===== config.mk =====
export PLATFORM = sky130hd
export DESIGN_NAME = cpf_check_digit_validator
export DESIGN_NICKNAME = d
export VERILOG_FILES = /design/src/rtl/core/cpfv_pkg.sv /design/src/rtl/core/cpfv_core.sv /design/src/rtl/core/cpf_check_digit_validator.sv
export VERILOG_INCLUDE_DIRS = /design/src /design/src/rtl/core
export SDC_FILE = /design/constraint.sdc
export NUM_CORES = 1
export LEC_CHECK = 0
export ABC_AREA = 0
export CORE_UTILIZATION = 30
export CTS_BUF_LIST = sky130_fd_sc_hd__clkbuf_4
export DETAILED_ROUTE_END_ITERATION = 7
export DONT_BUFFER_PORTS = 1
export PLACE_DENSITY_LB_ADDON = 0.3
export SLEW_MARGIN = 20
export SYNTH_ARGS = -nofsm -noshare
export SYNTH_HDL_FRONTEND = slang
export SYNTH_SLANG_ARGS = --single-unit
export TNS_END_PERCENT = 5

===== constraint.sdc =====
create_clock -name clk -period 21.8 [get_ports clk]
set_input_delay 1.09 -clock clk [delete_from_list [all_inputs] [get_ports clk]]
set_output_delay 1.09 -clock clk [all_outputs]
set_load 0.01 [all_outputs]

===== src/rtl/core/assert_macros.svh =====
// assertion macros used by the validator top level
`ifndef ASSERT_MACROS_SVH
`define ASSERT_MACROS_SVH

// implication checked on every rising clock edge outside reset
`define ASSERT_CLK(label, prop, msg) \
	label: assert property (@(posedge clk) disable iff (!arst_n) prop) else $error(msg);

// condition that must never hold on a rising clock edge outside reset
`define ASSERT_NEVER(label, cond, msg) \
	label: assert property (@(posedge clk) disable iff (!arst_n) !(cond)) else $error(msg);

`endif


===== src/rtl/core/cpfv_pkg.sv =====
// package with types, constants and mod-11 helpers for the id check-digit validator
`default_nettype none

package cpfv_pkg;

	localparam int CHAR_W    = 8;
	localparam int POS_W     = 4;
	localparam int RES_W     = 4;
	localparam int VAL_W     = 6;
	localparam int MOD_BASE  = 11;
	localparam int MOD_RECIP = 373;
	localparam int RECIP_SH  = 12;
	localparam int BODY_LEN  = 9;
	localparam int FULL_LEN  = 11;
	localparam int POS_SAT   = 12;

	localparam logic [CHAR_W-1:0] CHAR_ZERO    = 8'h30;
	localparam logic [CHAR_W-1:0] CHAR_NINE    = 8'h39;
	localparam logic [CHAR_W-1:0] CHAR_UPPER_A = 8'h41;
	localparam logic [CHAR_W-1:0] CHAR_UPPER_Z = 8'h5a;
	localparam logic [CHAR_W-1:0] CHAR_LOWER_A = 8'h61;
	localparam logic [CHAR_W-1:0] CHAR_LOWER_Z = 8'h7a;
	localparam logic [CHAR_W-1:0] CASE_OFFSET  = 8'h20;

	typedef struct packed {
		logic              eos;
		logic [CHAR_W-1:0] character;
	} cpfv_item_t;

	// residue mod 11 of a value below 512
	function automatic logic [RES_W-1:0] mod11(input logic [9:0] x);
		logic [18:0] prod;
		logic [5:0]  q;
		logic [9:0]  rem;
		prod = 19'(x) * 19'(MOD_RECIP);
		q    = prod[RECIP_SH+5:RECIP_SH];
		rem  = x - 10'(q) * 10'(MOD_BASE);
		if (rem >= 10'(MOD_BASE)) begin
			rem = rem - 10'(MOD_BASE);
		end
		return rem[RES_W-1:0];
	endfunction

	function automatic logic [RES_W-1:0] check_digit(input logic [RES_W-1:0] r);
		logic [RES_W-1:0] d;
		d = (r > 4'd1) ? 4'(MOD_BASE) - r : 4'd0;
		return d;
	endfunction

	function automatic logic [3:0] weight_first(input logic [POS_W-1:0] pos);
		logic [3:0] w;
		w = 4'(BODY_LEN + 1) - pos;
		return w;
	endfunction

	function automatic logic [3:0] weight_second(input logic [POS_W-1:0] pos);
		logic [3:0] w;
		w = 4'(FULL_LEN) - pos;
		return w;
	endfunction

endpackage

`default_nettype wire


===== src/rtl/core/cpfv_core.sv =====
// running residues, class checks and verdict logic of the id check-digit validator
`default_nettype none

module cpfv_core (
	input  wire logic                clk,
	input  wire logic                arst_n,
	input  wire logic                step,
	input  wire cpfv_pkg::cpfv_item_t item,
	output logic                     verdict
);
	import cpfv_pkg::*;

	logic [POS_W-1:0]  pos_q;
	logic [RES_W-1:0]  r1_q;
	logic [RES_W-1:0]  r2_q;
	logic              bad_q;
	logic [3:0]        g1_q;
	logic [3:0]        g2_q;

	logic              is_digit;
	logic              is_upper;
	logic              is_lower;
	logic [CHAR_W-1:0] folded;
	logic [CHAR_W-1:0] offs;
	logic [VAL_W-1:0]  val;
	logic [RES_W-1:0]  r1_next;
	logic [RES_W-1:0]  r2_next;
	logic [RES_W-1:0]  d1;
	logic [RES_W-1:0]  r2_fin;
	logic [RES_W-1:0]  d2;

	always_comb begin
		is_digit = (item.character >= CHAR_ZERO) && (item.character <= CHAR_NINE);
		is_upper = (item.character >= CHAR_UPPER_A) && (item.character <= CHAR_UPPER_Z);
		is_lower = (item.character >= CHAR_LOWER_A) && (item.character <= CHAR_LOWER_Z);
		folded   = is_lower ? item.character - CASE_OFFSET : item.character;
		offs     = folded - CHAR_ZERO;
		val      = offs[VAL_W-1:0];
		r1_next  = mod11(10'(r1_q) + 10'(weight_first(pos_q)) * 10'(val));
		r2_next  = mod11(10'(r2_q) + 10'(weight_second(pos_q)) * 10'(val));
		d1       = check_digit(r1_q);
		r2_fin   = mod11(10'(r2_q) + 10'({d1, 1'b0}));
		d2       = check_digit(r2_fin);
		verdict  = (pos_q == 4'(FULL_LEN)) && !bad_q && (d1 == g1_q) && (d2 == g2_q);
	end

	always_ff @(posedge clk or negedge arst_n) begin
		if (!arst_n) begin
			pos_q <= '0;
			r1_q  <= '0;
			r2_q  <= '0;
			bad_q <= 1'b0;
			g1_q  <= '0;
			g2_q  <= '0;
		end else if (step) begin
			if (item.eos) begin
				pos_q <= '0;
				r1_q  <= '0;
				r2_q  <= '0;
				bad_q <= 1'b0;
				g1_q  <= '0;
				g2_q  <= '0;
			end else begin
				if (pos_q < 4'(BODY_LEN)) begin
					if (is_digit || is_upper || is_lower) begin
						r1_q <= r1_next;
						r2_q <= r2_next;
					end else begin
						bad_q <= 1'b1;
					end
				end else if (pos_q < 4'(FULL_LEN)) begin
					if (is_digit) begin
						if (pos_q == 4'(BODY_LEN)) begin
							g1_q <= offs[3:0];
						end else begin
							g2_q <= offs[3:0];
						end
					end else begin
						bad_q <= 1'b1;
					end
				end
				if (pos_q < 4'(POS_SAT)) begin
					pos_q <= pos_q + 4'd1;
				end
			end
		end
	end

endmodule

`default_nettype wire


===== src/rtl/core/cpf_check_digit_validator.sv =====
// top level of the id check-digit validator with stream handshake
// a terminator transaction passes from the input stage through the output register to m_axis
// throughput: one character or terminator transaction per cycle, set by the single input stage
// unless a stalled verdict holds a terminator in that stage, which then holds back all that follows
// reset: arst_n clears all valid flags, the result, running sums, lengths and flags at once
`default_nettype none
`include "assert_macros.svh"

module cpf_check_digit_validator (
	input  wire logic       clk,
	input  wire logic       arst_n,
	input  wire logic       s_axis_tvalid,
	output logic            s_axis_tready,
	input  wire logic [7:0] s_axis_tdata,  // [7:0] character
	input  wire logic       s_axis_tlast,  // end_of_string
	output logic            m_axis_tvalid,
	input  wire logic       m_axis_tready,
	output logic [7:0]      m_axis_tdata   // [0] valid_res, [7:1] zero
);
	import cpfv_pkg::*;

	logic       valid_s1;
	cpfv_item_t item_s1;
	logic       out_valid_q;
	logic       out_res_q;
	logic       adv;
	logic       verdict;

	assign adv           = valid_s1 && (!item_s1.eos || !out_valid_q || m_axis_tready);
	assign s_axis_tready = !valid_s1 || adv;
	assign m_axis_tvalid = out_valid_q;
	assign m_axis_tdata  = {7'd0, out_res_q};

	always_ff @(posedge clk or negedge arst_n) begin
		if (!arst_n) begin
			valid_s1 <= 1'b0;
		end else if (s_axis_tvalid && s_axis_tready) begin
			valid_s1 <= 1'b1;
		end else if (adv) begin
			valid_s1 <= 1'b0;
		end
	end

	always_ff @(posedge clk) begin
		if (s_axis_tvalid && s_axis_tready) begin
			item_s1.eos       <= s_axis_tlast;
			item_s1.character <= s_axis_tdata;
		end
	end

	always_ff @(posedge clk or negedge arst_n) begin
		if (!arst_n) begin
			out_valid_q <= 1'b0;
			out_res_q   <= 1'b0;
		end else if (adv && item_s1.eos) begin
			out_valid_q <= 1'b1;
			out_res_q   <= verdict;
		end else if (m_axis_tready) begin
			out_valid_q <= 1'b0;
		end
	end

	cpfv_core u_core (
		.clk     (clk),
		.arst_n  (arst_n),
		.step    (adv),
		.item    (item_s1),
		.verdict (verdict)
	);

	`ASSERT_CLK(a_eos_stall, valid_s1 && item_s1.eos && out_valid_q && !m_axis_tready |-> !s_axis_tready, "terminator not held while verdict stalled")
	`ASSERT_CLK(a_verdict_out, adv && item_s1.eos |=> m_axis_tvalid, "terminator produced no verdict")
	`ASSERT_CLK(a_stage_load, s_axis_tvalid && s_axis_tready |=> valid_s1, "accepted transaction lost at input stage")
	`ASSERT_NEVER(a_pad_zero, m_axis_tdata[7:1] != 7'd0, "verdict padding not zero")

endmodule

`default_nettype wire

==> results of run 1 <==
-- final cells by class --
| cell class | count | area share, % |
|---|---|---|
| clock buffers | 5 | 0.360 |
| clock inverters | 3 | 0.120 |
| inverters | 269 | 9.68 |
| multi-input cells | 802 | 76.2 |
| flip-flops and latches | 33 | 8.35 |
| well taps | 442 | 5.30 |
-- worst max-delay path, delay by kind of cell, from the launching register on --
| kind | cells | cell delay, ps |
|---|---|---|
| mux | 1 | 210 |
| xor+xnor | 3 | 600 |
| flops | 1 | 690 |
| compound gates | 13 | 2230 |
| fa+ha+maj | 14 | 5870 |
| buf+inv | 10 | 760 |
| simple gates | 5 | 1150 |
-- registers in the layout, indices dropped and copies added (netlist names) --
signal	flops
u_core.g1_q	4
u_core.bad_q	1
u_core.r1_q	4
m_axis_tvalid	1
u_core.g2_q	4
valid_s1	1
item_s1	9
out_res_q	1
u_core.r2_q	4
u_core.pos_q	4
-- worst min path at each step --
| stage | startpoint | endpoint | slack (ps) |
|---|---|---|---|
| 6_report | arst_n | u_core.r2_q[1] | 430 |
| 3_3_place_gp | u_core.r1_q[3] | u_core.r1_q[3] | 480 |
| 5_1_grt | arst_n | m_axis_tvalid | 390 |
| 3_5_place_dp | u_core.r1_q[2] | u_core.r1_q[2] | 480 |
| 4_1_cts | arst_n | m_axis_tvalid | 420 |
| 2_1_floorplan | u_core.r1_q[2] | u_core.r1_q[2] | 450 |
-- Yosys cell counts, drive strengths merged, types with 3 or more instances --
library cell  instances  share of area [%]
o21a                  8               0.61
mux2                  4               0.45
o21bai                5               0.38
buf                  11               0.81
nor2b                21                1.3
clkbuf                8               0.30
o211ai                4               0.30
a211oi                4               0.35
and4b                 3               0.30
nand3                10               0.50
edfxtp                9                2.7
o22ai                 5               0.32
xnor2                61                5.5
nor2                 50                1.9
nand4                 6               0.38
xor2                 28                2.5
nand2b               16                1.0
nor4                  6               0.38
a21oi                44                2.2
or3                   6               0.38
nor3                 13               0.66
fa                  109                 22
o21ai                48                2.4
and2                 12               0.76
mux2i                14                1.4
inv                 269                 10
ha                  223                 28
a21o                 12               0.91
dfrtp                24                6.1
nand2                49                1.9
a31oi                 5               0.32
-- per-stage QoR --
stage	util, %	instance area [sq um]	hold slack (ps)	worst slack (ps)	instances
finish	32.1	10400	430	10150	1554
CTS	32.1	10400	418	9980	1554
global placement	31.9	10400	477	10010	1546
global route	32.1	10400	388	9330	1554
floorplan	-	9940	450	11270	1123
detailed placement	31.9	10400	475	10040	1546
-- cells by family (layout without fill, tap and decap cells) --
group / after synthesis / in the layout / share of synthesized area (%)
AO/OA/AOI/OAI: 155 / 155 / 9.69
XOR/XNOR: 90 / 90 / 8.16
adder cells (fa/ha/maj): 332 / 332 / 50.1
buffers and inverters: 288 / 277 / 11.3
flip-flops: 33 / 33 / 8.78
multiplexers: 18 / 18 / 1.87
other: 1 / 7 / 0.0378
AND/OR/NAND/NOR: 200 / 200 / 10.1
-- routing by layer --
| layer | up-vias | wire (um) |
|---|---|---|
| li1 | 3592 | - |
| met1 | 3255 | 9150 |
| met2 | 44 | 9180 |
| met3 | 4 | 228 |
| met4 | 0 | 48 |
| met5 | - | 0 |
==> flow_metrics.tcl, run 1 <==
set metrics [dict create \
    outcome "complete, no violations" \
    cp_data_arrival_time_ps 11860 \
    cts_tree "done" \
    setup_viol 0 \
    gr-usage-met3_pct 0.891 \
    clock_sinks 33 \
    rsz0062_at_grt "no" \
    timing.rr.end "u_core.r1_q[1]" \
    synth_cell_type_count 62 \
    firstDrtPassIters 4 \
    timing_hold_violations_final 0 \
    cts-htree-levels 2 \
    critPathCapture "u_core.r1_q[1]" \
    fmax_mhz 85.8 \
    r2r_slack_ps 10150 \
    vias 6895 \
    hp-class "primary input to async pin" \
    dp_hpwl_um 16500 \
    clockRootBuffer "clkbuf_4" \
    crit_slowest_cell "dfrtp_1" \
    critPathMaxFanout 16 \
    final.min_clock_period_ps 11650 \
    totalWireLength_um 18600 \
    synth_edf_count 9 \
    use_met2_pct 21.6 \
    antenna_cells 0 \
    drive_gt1_share_pct 1.62 \
    io-pin-count 23 \
    most-common-layout-cells "inv_1, ha_1, fa_1" \
    relSlewSlack_pct 30.2 \
    drt_iter0_markers 256 \
    clkTransAtPathRegs_ps 110 \
    wl_per_cell_um 12.0 \
    vias_per_cell 4.44 \
    grt_max_degree 25 \
    grt_pass1_wl_um 33600 \
    yosysSeqAreaShare_pct 8.78 \
    cts_hold_buf 0 \
    drv_slew 0 \
    synth_area_sq_mm 0.00992 \
    maxCapViolations 0 \
    required_ps 22010 \
    syn2layout_area_growth_pct 5.20 \
    r2r-start "u_core.pos_q[0]" \
    reg2regPathDepth 46 \
    post_cts_buffers 0 \
    drc 0 \
    avgSynthCellArea_sq_um 8.88 \
    clk_latency_ps 340 \
    regArea_sq_um 871 \
    synthCells 1117 \
    detail-route-antenna-nets 0 \
    final_common_cell "inv_1" \
    track_usage_pct 12.0 \
    final.fill_count 3485 \
    finalNetCount 1456 \
    ys.flop_type "dfrtp_1" \
    busiest_layer "met2" \
    yosysWarnings 0 \
    cts-resized-gates 0 \
    period_share_pct 53.4 \
    die_area_sq_mm 0.0338 \
    grt.met1_usage_pct 16.2 \
    cpMostUsedCell "inv_1" \
    start_util_pct 30.5 \
    critPathMaxStageDelay_ps 690 \
    setup_tns_ps 0 \
    die_h_um 184 \
    crit_start "u_core.pos_q[0]" \
    tightestPinTransition_ps 1040 \
    grt_remaining_overflow 0 \
    cp-start-kind "flip-flop" \
    place_congestion 0.807 \
    io_buffers 0 \
    async_reset_ff_share_pct 72.7 \
    multi_input_area_sq_mm 0.00795 \
    row_count 66 \
    cts_buffers 5 \
    crit_type "flip-flop to flip-flop" \
    clock_path_buffers 2 \
    clock_skew_ps 13.6 \
    die_w_um 184 \
    ys_seq_elements 33 \
    antenna_found_initial 0 \
    grt_pass1_vias 7148 \
    coreArea_sq_mm 0.0325 \
    endpoint_kind "flip-flop" \
]
Power of run 1 is left out: the tool's default activity adds up to more than one toggle a clock period on the data nets, which glitch-free logic cannot reach.
==> run 2, diff against run 1 <==
ABC_AREA = 1   (was 0)
clock period = 11.5 ns   (was 21.8 ns; I/O delays follow)
==> run 2 against run 1 <==
Sequential share of layout area shrank 0.52 points. First-iteration DRC count grew 19%. Fmax grew 7.9%. Die area grew 5.3%. Wire length grew 18%. Clock-buffer cell count is the same. Sequential cell count is the same. Worst setup slack lost 9500 ps. Utilization grew 0.25 points.
==> flow_metrics.tcl, run 2 <==
set metrics [dict create \
    outcome "complete, no violations" \
    firstDrtPassIters 7 \
    die_area_sq_mm 0.0356 \
    clock_skew_ps 5.10 \
    r2r-start "u_core.pos_q[2]" \
    maxCapViolations 0 \
    dp_hpwl_um 19800 \
    io_buffers 0 \
    drive_gt1_share_pct 3.55 \
    clk_latency_ps 350 \
    synth_area_sq_mm 0.0105 \
    crit_type "flip-flop to flip-flop" \
    ys.flop_type "dfrtp_1" \
    hold_start "s_axis_tlast" \
    yosysSeqAreaShare_pct 8.33 \
    synthCells 1319 \
    cpMostUsedCell "inv_1" \
    clock_sinks 33 \
    yosysWarnings 0 \
    cts-htree-levels 2 \
    timing.rr.end "u_core.r2_q[0]" \
    reg2regPathDepth 45 \
    detail-route-antenna-nets 0 \
    critPathMaxStageDelay_ps 550 \
    clkTransAtPathRegs_ps 110 \
    yosysTopAreaCell "ha_1" \
    largest-register "item_s1" \
    vias 7939 \
    drv_slew 0 \
    synth_edf_count 9 \
    synth_most_common_cell "inv_1" \
    grt_remaining_overflow 0 \
    fin_ws_ps 697 \
    setup_viol 0 \
    critPathMaxFanout 8 \
    place_congestion 0.829 \
    drc 0 \
    finalNetCount 1667 \
    row_count 68 \
    start_util_pct 30.3 \
    cp_data_arrival_time_ps 11060 \
    vias_per_cell 4.45 \
    grt_pass1_vias 8189 \
    synth_area_leaders "ha_1, fa_1, inv_1" \
    tightestPinTransition_ps 788 \
    async_reset_ff_share_pct 72.7 \
    ys_seq_elements 33 \
    die_h_um 189 \
    cp-start-kind "flip-flop" \
    endpoint_kind "flip-flop" \
    grt_pass1_wl_um 38400 \
    cts_tree "done" \
    syn2layout_area_growth_pct 6.53 \
    crit_slowest_cell "fa_1" \
    required_ps 11760 \
    clockRootBuffer "clkbuf_4" \
    avgSynthCellArea_sq_um 7.93 \
    io-pin-count 23 \
    synth_top_area_share_pct 26.7 \
    totalWireLength_um 22000 \
    wl_per_cell_um 12.3 \
    post_cts_buffers 0 \
    pre_cts_ws_ps 507 \
    drt_iter0_markers 304 \
    track_usage_pct 13.0 \
    cts_buffers 5 \
    coreArea_sq_mm 0.0345 \
    antenna_found_initial 9 \
    most-common-layout-cells "inv_1, ha_1, nand2_1" \
    worstHoldEndpoint "item_s1[8]" \
    final_common_cell "inv_1" \
    hp-class "primary input to flip-flop" \
    clock_path_buffers 2 \
    synth_commonest_cells "inv_1, ha_1, nand2_1" \
    final.min_clock_period_ps 10800 \
    r2r_slack_ps 700 \
    fmax_mhz 92.6 \
    timing_hold_violations_final 0 \
    worstHoldPathCells 0 \
    synth_cell_type_count 48 \
    period_share_pct 93.9 \
    die_w_um 189 \
    relSlewSlack_pct 47.1 \
    grt_max_degree 25 \
    largest_reg_flops 9 \
]
-- run 2: cell types whose count changed in the layout (fill, tap and decap cells not counted), sizes merged, moves of 10 or more --
cell,delta
a21oi,+14
nand4,+19
nand2,+140
mux2i,-14
nand3,+45
nor2b,-21
xnor2,-40
nor2,+16
xor2,+28
and2,-10
nand2b,-16
nand3b,+10
inv,+95
-- run 2: timing repair --
item,CTS,global route
hold buffers,1,1
endpoints found under the hold margin,24,1
gates resized for setup,0,6
setup endpoints to repair,0,8
-- run 2: kinds of logic (layout without fill, tap and decap cells) --
logic type               count (synthesis)  after routing  share of synthesized area (%)
buffers and inverters                  378            376                           13.9
AND/OR/NAND/NOR                        364            364                           15.7
XOR/XNOR                                77             77                           6.92
adder cells (fa/ha/maj)                332            332                           47.6
other                                    1             12                         0.0359
flip-flops                              33             33                           8.33
AO/OA/AOI/OAI                          134            134                           7.61
-- run 2: how the worst max path moves through the flow --
stage	cells after the start	endpoint	start
CTS	45	u_core.r2_q[3]	u_core.pos_q[2]
detailed placement	45	u_core.r2_q[3]	u_core.pos_q[2]
floorplan	46	u_core.r2_q[0]	u_core.pos_q[2]
finish	45	u_core.r2_q[0]	u_core.pos_q[2]
global placement	45	u_core.r2_q[3]	u_core.pos_q[2]
global route	51	u_core.r1_q[2]	u_core.pos_q[0]
-- run 2: metrics by stage --
stage,TNS [ps],instance area (sq um),hold slack [ps],std cells,util [%]
6_report,0,11100,308,1783,32.3
5_1_grt,-0.925,11100,283,1780,32.3
4_1_cts,0,11100,7.57,1777,32.1
3_5_place_dp,0,11000,280,1768,31.9
3_3_place_gp,0,11000,280,1768,31.9
2_1_floorplan,0,10500,279,1325,-
-- run 2: critical path, delay by kind of cell (launching register included) --
kind,cells,cell delay (ps)
buffers and inverters,10,810
flip-flops,1,530
AO/OA/AOI/OAI,7,1200
adder cells (fa/ha/maj),14,6200
AND/OR/NAND/NOR,11,1290
XOR/XNOR,3,710
-- run 2: cell type report --
cell class,instances,area [sq um]
Multi-Input combinational cell,914,8190
Clock inverter,3,41.3
Inverter,364,1370
Tap cell,455,569
Antenna cell,5,12.5
Clock buffer,5,37.5
Fill cell,3662,23300
Sequential cell,33,872
Timing Repair Buffer,4,45.0
-- run 2: layer usage --
metal / wire length [um] / up-vias / track usage (%)
met5: 54 / - / 0
met4: 219 / 8 / 1.40
met3: 823 / 19 / 2.40
met2: 10600 / 84 / 23.0
met1: 10300 / 3701 / 16.7
li1: - / 4127 / -
Power of run 2 is left out for the same reason.
==> run 3, diff against run 2 <==
MAX_ROUTING_LAYER = met4   (was default)
==> run 3 against run 2 <==
Clock-buffer cell count stayed put. Sequential cell count stayed put. Die area stayed put. Worst hold slack worse by 290 ps. Wire length hardly changed. Highest routed layer is now met4. Largest cell class unchanged. Fmax is 0.20% higher. Via count is 0.50% lower.
==> flow_metrics.tcl, run 3 (same netlist as run 2, synthesis figures left out) <==
set metrics [dict create \
    hp-class "primary input to async pin" \
    die_h_um 189 \
    endpoint_kind "flip-flop" \
    detail-route-antenna-nets 0 \
    worst-path-buf-inv 10 \
    period_share_pct 93.7 \
    final_common_cell "inv_1" \
    r2r_slack_ps 720 \
    cts_tree "done" \
    critPathMaxStageDelay_ps 550 \
    outcome "complete, no violations" \
    track_usage_pct 13.4 \
    cp_data_arrival_time_ps 11050 \
    post_cts_buffers 0 \
    io_buffers 0 \
    maxCapViolations 0 \
    grt_pass1_vias 8193 \
    crit_slowest_cell "fa_1" \
    start_util_pct 30.3 \
    grt_remaining_overflow 0 \
    die_area_sq_mm 0.0356 \
    finalNetCount 1666 \
    syn2layout_area_growth_pct 6.53 \
    drv_slew 0 \
    firstDrtPassIters 5 \
    timing_hold_violations_final 0 \
    relSlewSlack_pct 46.0 \
    cts-htree-levels 2 \
    cts_buffers 5 \
    tightestPinTransition_ps 805 \
    clock_sinks 33 \
    clock_path_buffers 2 \
    fin_hold_ws_ps 17.6 \
    io-pin-count 23 \
    drc 0 \
    grt_max_degree 25 \
    crit_type "flip-flop to flip-flop" \
    timing.rr.end "u_core.r2_q[0]" \
    most-common-layout-cells "inv_1, ha_1, nand2_1" \
    pre_cts_ws_ps 507 \
    grt_pass1_wl_um 38400 \
    coreArea_sq_mm 0.0345 \
    place_congestion 0.843 \
    setup_viol 0 \
    die_w_um 189 \
    clock_skew_ps 11.2 \
    drive_gt1_share_pct 3.56 \
    vias 7899 \
    clockRootBuffer "clkbuf_4" \
    vias_per_cell 4.42 \
    cpMostUsedCell "inv_1" \
    critical-path-top-delay-family "adder cells" \
    critPathMaxFanout 8 \
    fin_ws_ps 719 \
    drt_iter0_markers 300 \
    r2r-start "u_core.pos_q[2]" \
    final.min_clock_period_ps 10780 \
    clk_latency_ps 360 \
    fmax_mhz 92.8 \
    required_ps 11760 \
    row_count 68 \
    antenna_found_initial 9 \
    cp-start-kind "flip-flop" \
    totalWireLength_um 22000 \
    reg2regPathDepth 45 \
    wl_per_cell_um 12.3 \
    final.fill_count 3662 \
    largest_reg_flops 9 \
    setup_tns_ps 0 \
    dp_hpwl_um 19800 \
    largest-register "item_s1" \
    clkTransAtPathRegs_ps 120 \
]
[run 3: cell count changes in the layout (fill, tap and decap cells not counted)]
cell	change
diode_2	+4
dlygate4sd3_1	-1
[run 3: worst max path at each step]
stage	startpoint	to	cells past startpoint	slack (ps)
6_report	u_core.pos_q[2]	u_core.r2_q[0]	45	720
5_1_grt	u_core.pos_q[0]	u_core.r1_q[2]	51	-4
4_1_cts	u_core.pos_q[2]	u_core.r2_q[3]	45	450
3_5_place_dp	u_core.pos_q[2]	u_core.r2_q[3]	45	510
3_3_place_gp	u_core.pos_q[2]	u_core.r2_q[3]	45	620
2_1_floorplan	u_core.pos_q[2]	u_core.r2_q[0]	46	1380
[run 3: what timing repair did]
| item | 4_1_cts | 5_1_grt |
|---|---|---|
| hold buffers | 1 | 0 |
| endpoints found under the hold margin | 24 | 0 |
| setup endpoints to repair | 0 | 8 |
| gates resized for setup | 0 | 6 |
[run 3: layer usage]
layer	vias up	routed length [um]	global-route usage, %
li1	4130	-	-
met5	-	0	-
met2	81	10600	23.0
met3	9	870	2.40
met1	3679	10400	16.7
met4	0	202	1.40
[run 3: through the flow]
stage / area, sq um / instances / utilization (%)
global route: 11100 / 1786 / 32.3
detailed placement: 11000 / 1768 / 31.9
CTS: 11100 / 1777 / 32.1
finish: 11100 / 1786 / 32.3
floorplan: 10500 / 1325 / -
global placement: 11000 / 1768 / 31.9
[run 3: layout make-up]
class,count,area (sq um),area share (%)
Inverter,364,1370,12.3
Multi-Input combinational cell,914,8190,73.6
Clock buffer,5,37.5,0.337
Sequential cell,33,872,7.83
Timing Repair Buffer,3,35.0,0.315
Clock inverter,3,41.3,0.371
Tap cell,455,569,5.11
Antenna cell,9,22.5,0.202
[run 3: worst reg2reg max path, delay by kind of cell, from the launching register on]
kind                     cells  cell delay, ps
adder cells (fa/ha/maj)     14            6190
AND/OR/NAND/NOR             11            1280
AO/OA/AOI/OAI                7            1200
buffers and inverters       10             810
XOR/XNOR                     3             720
flip-flops                   1             530
Power of run 3 is left out for the same reason.
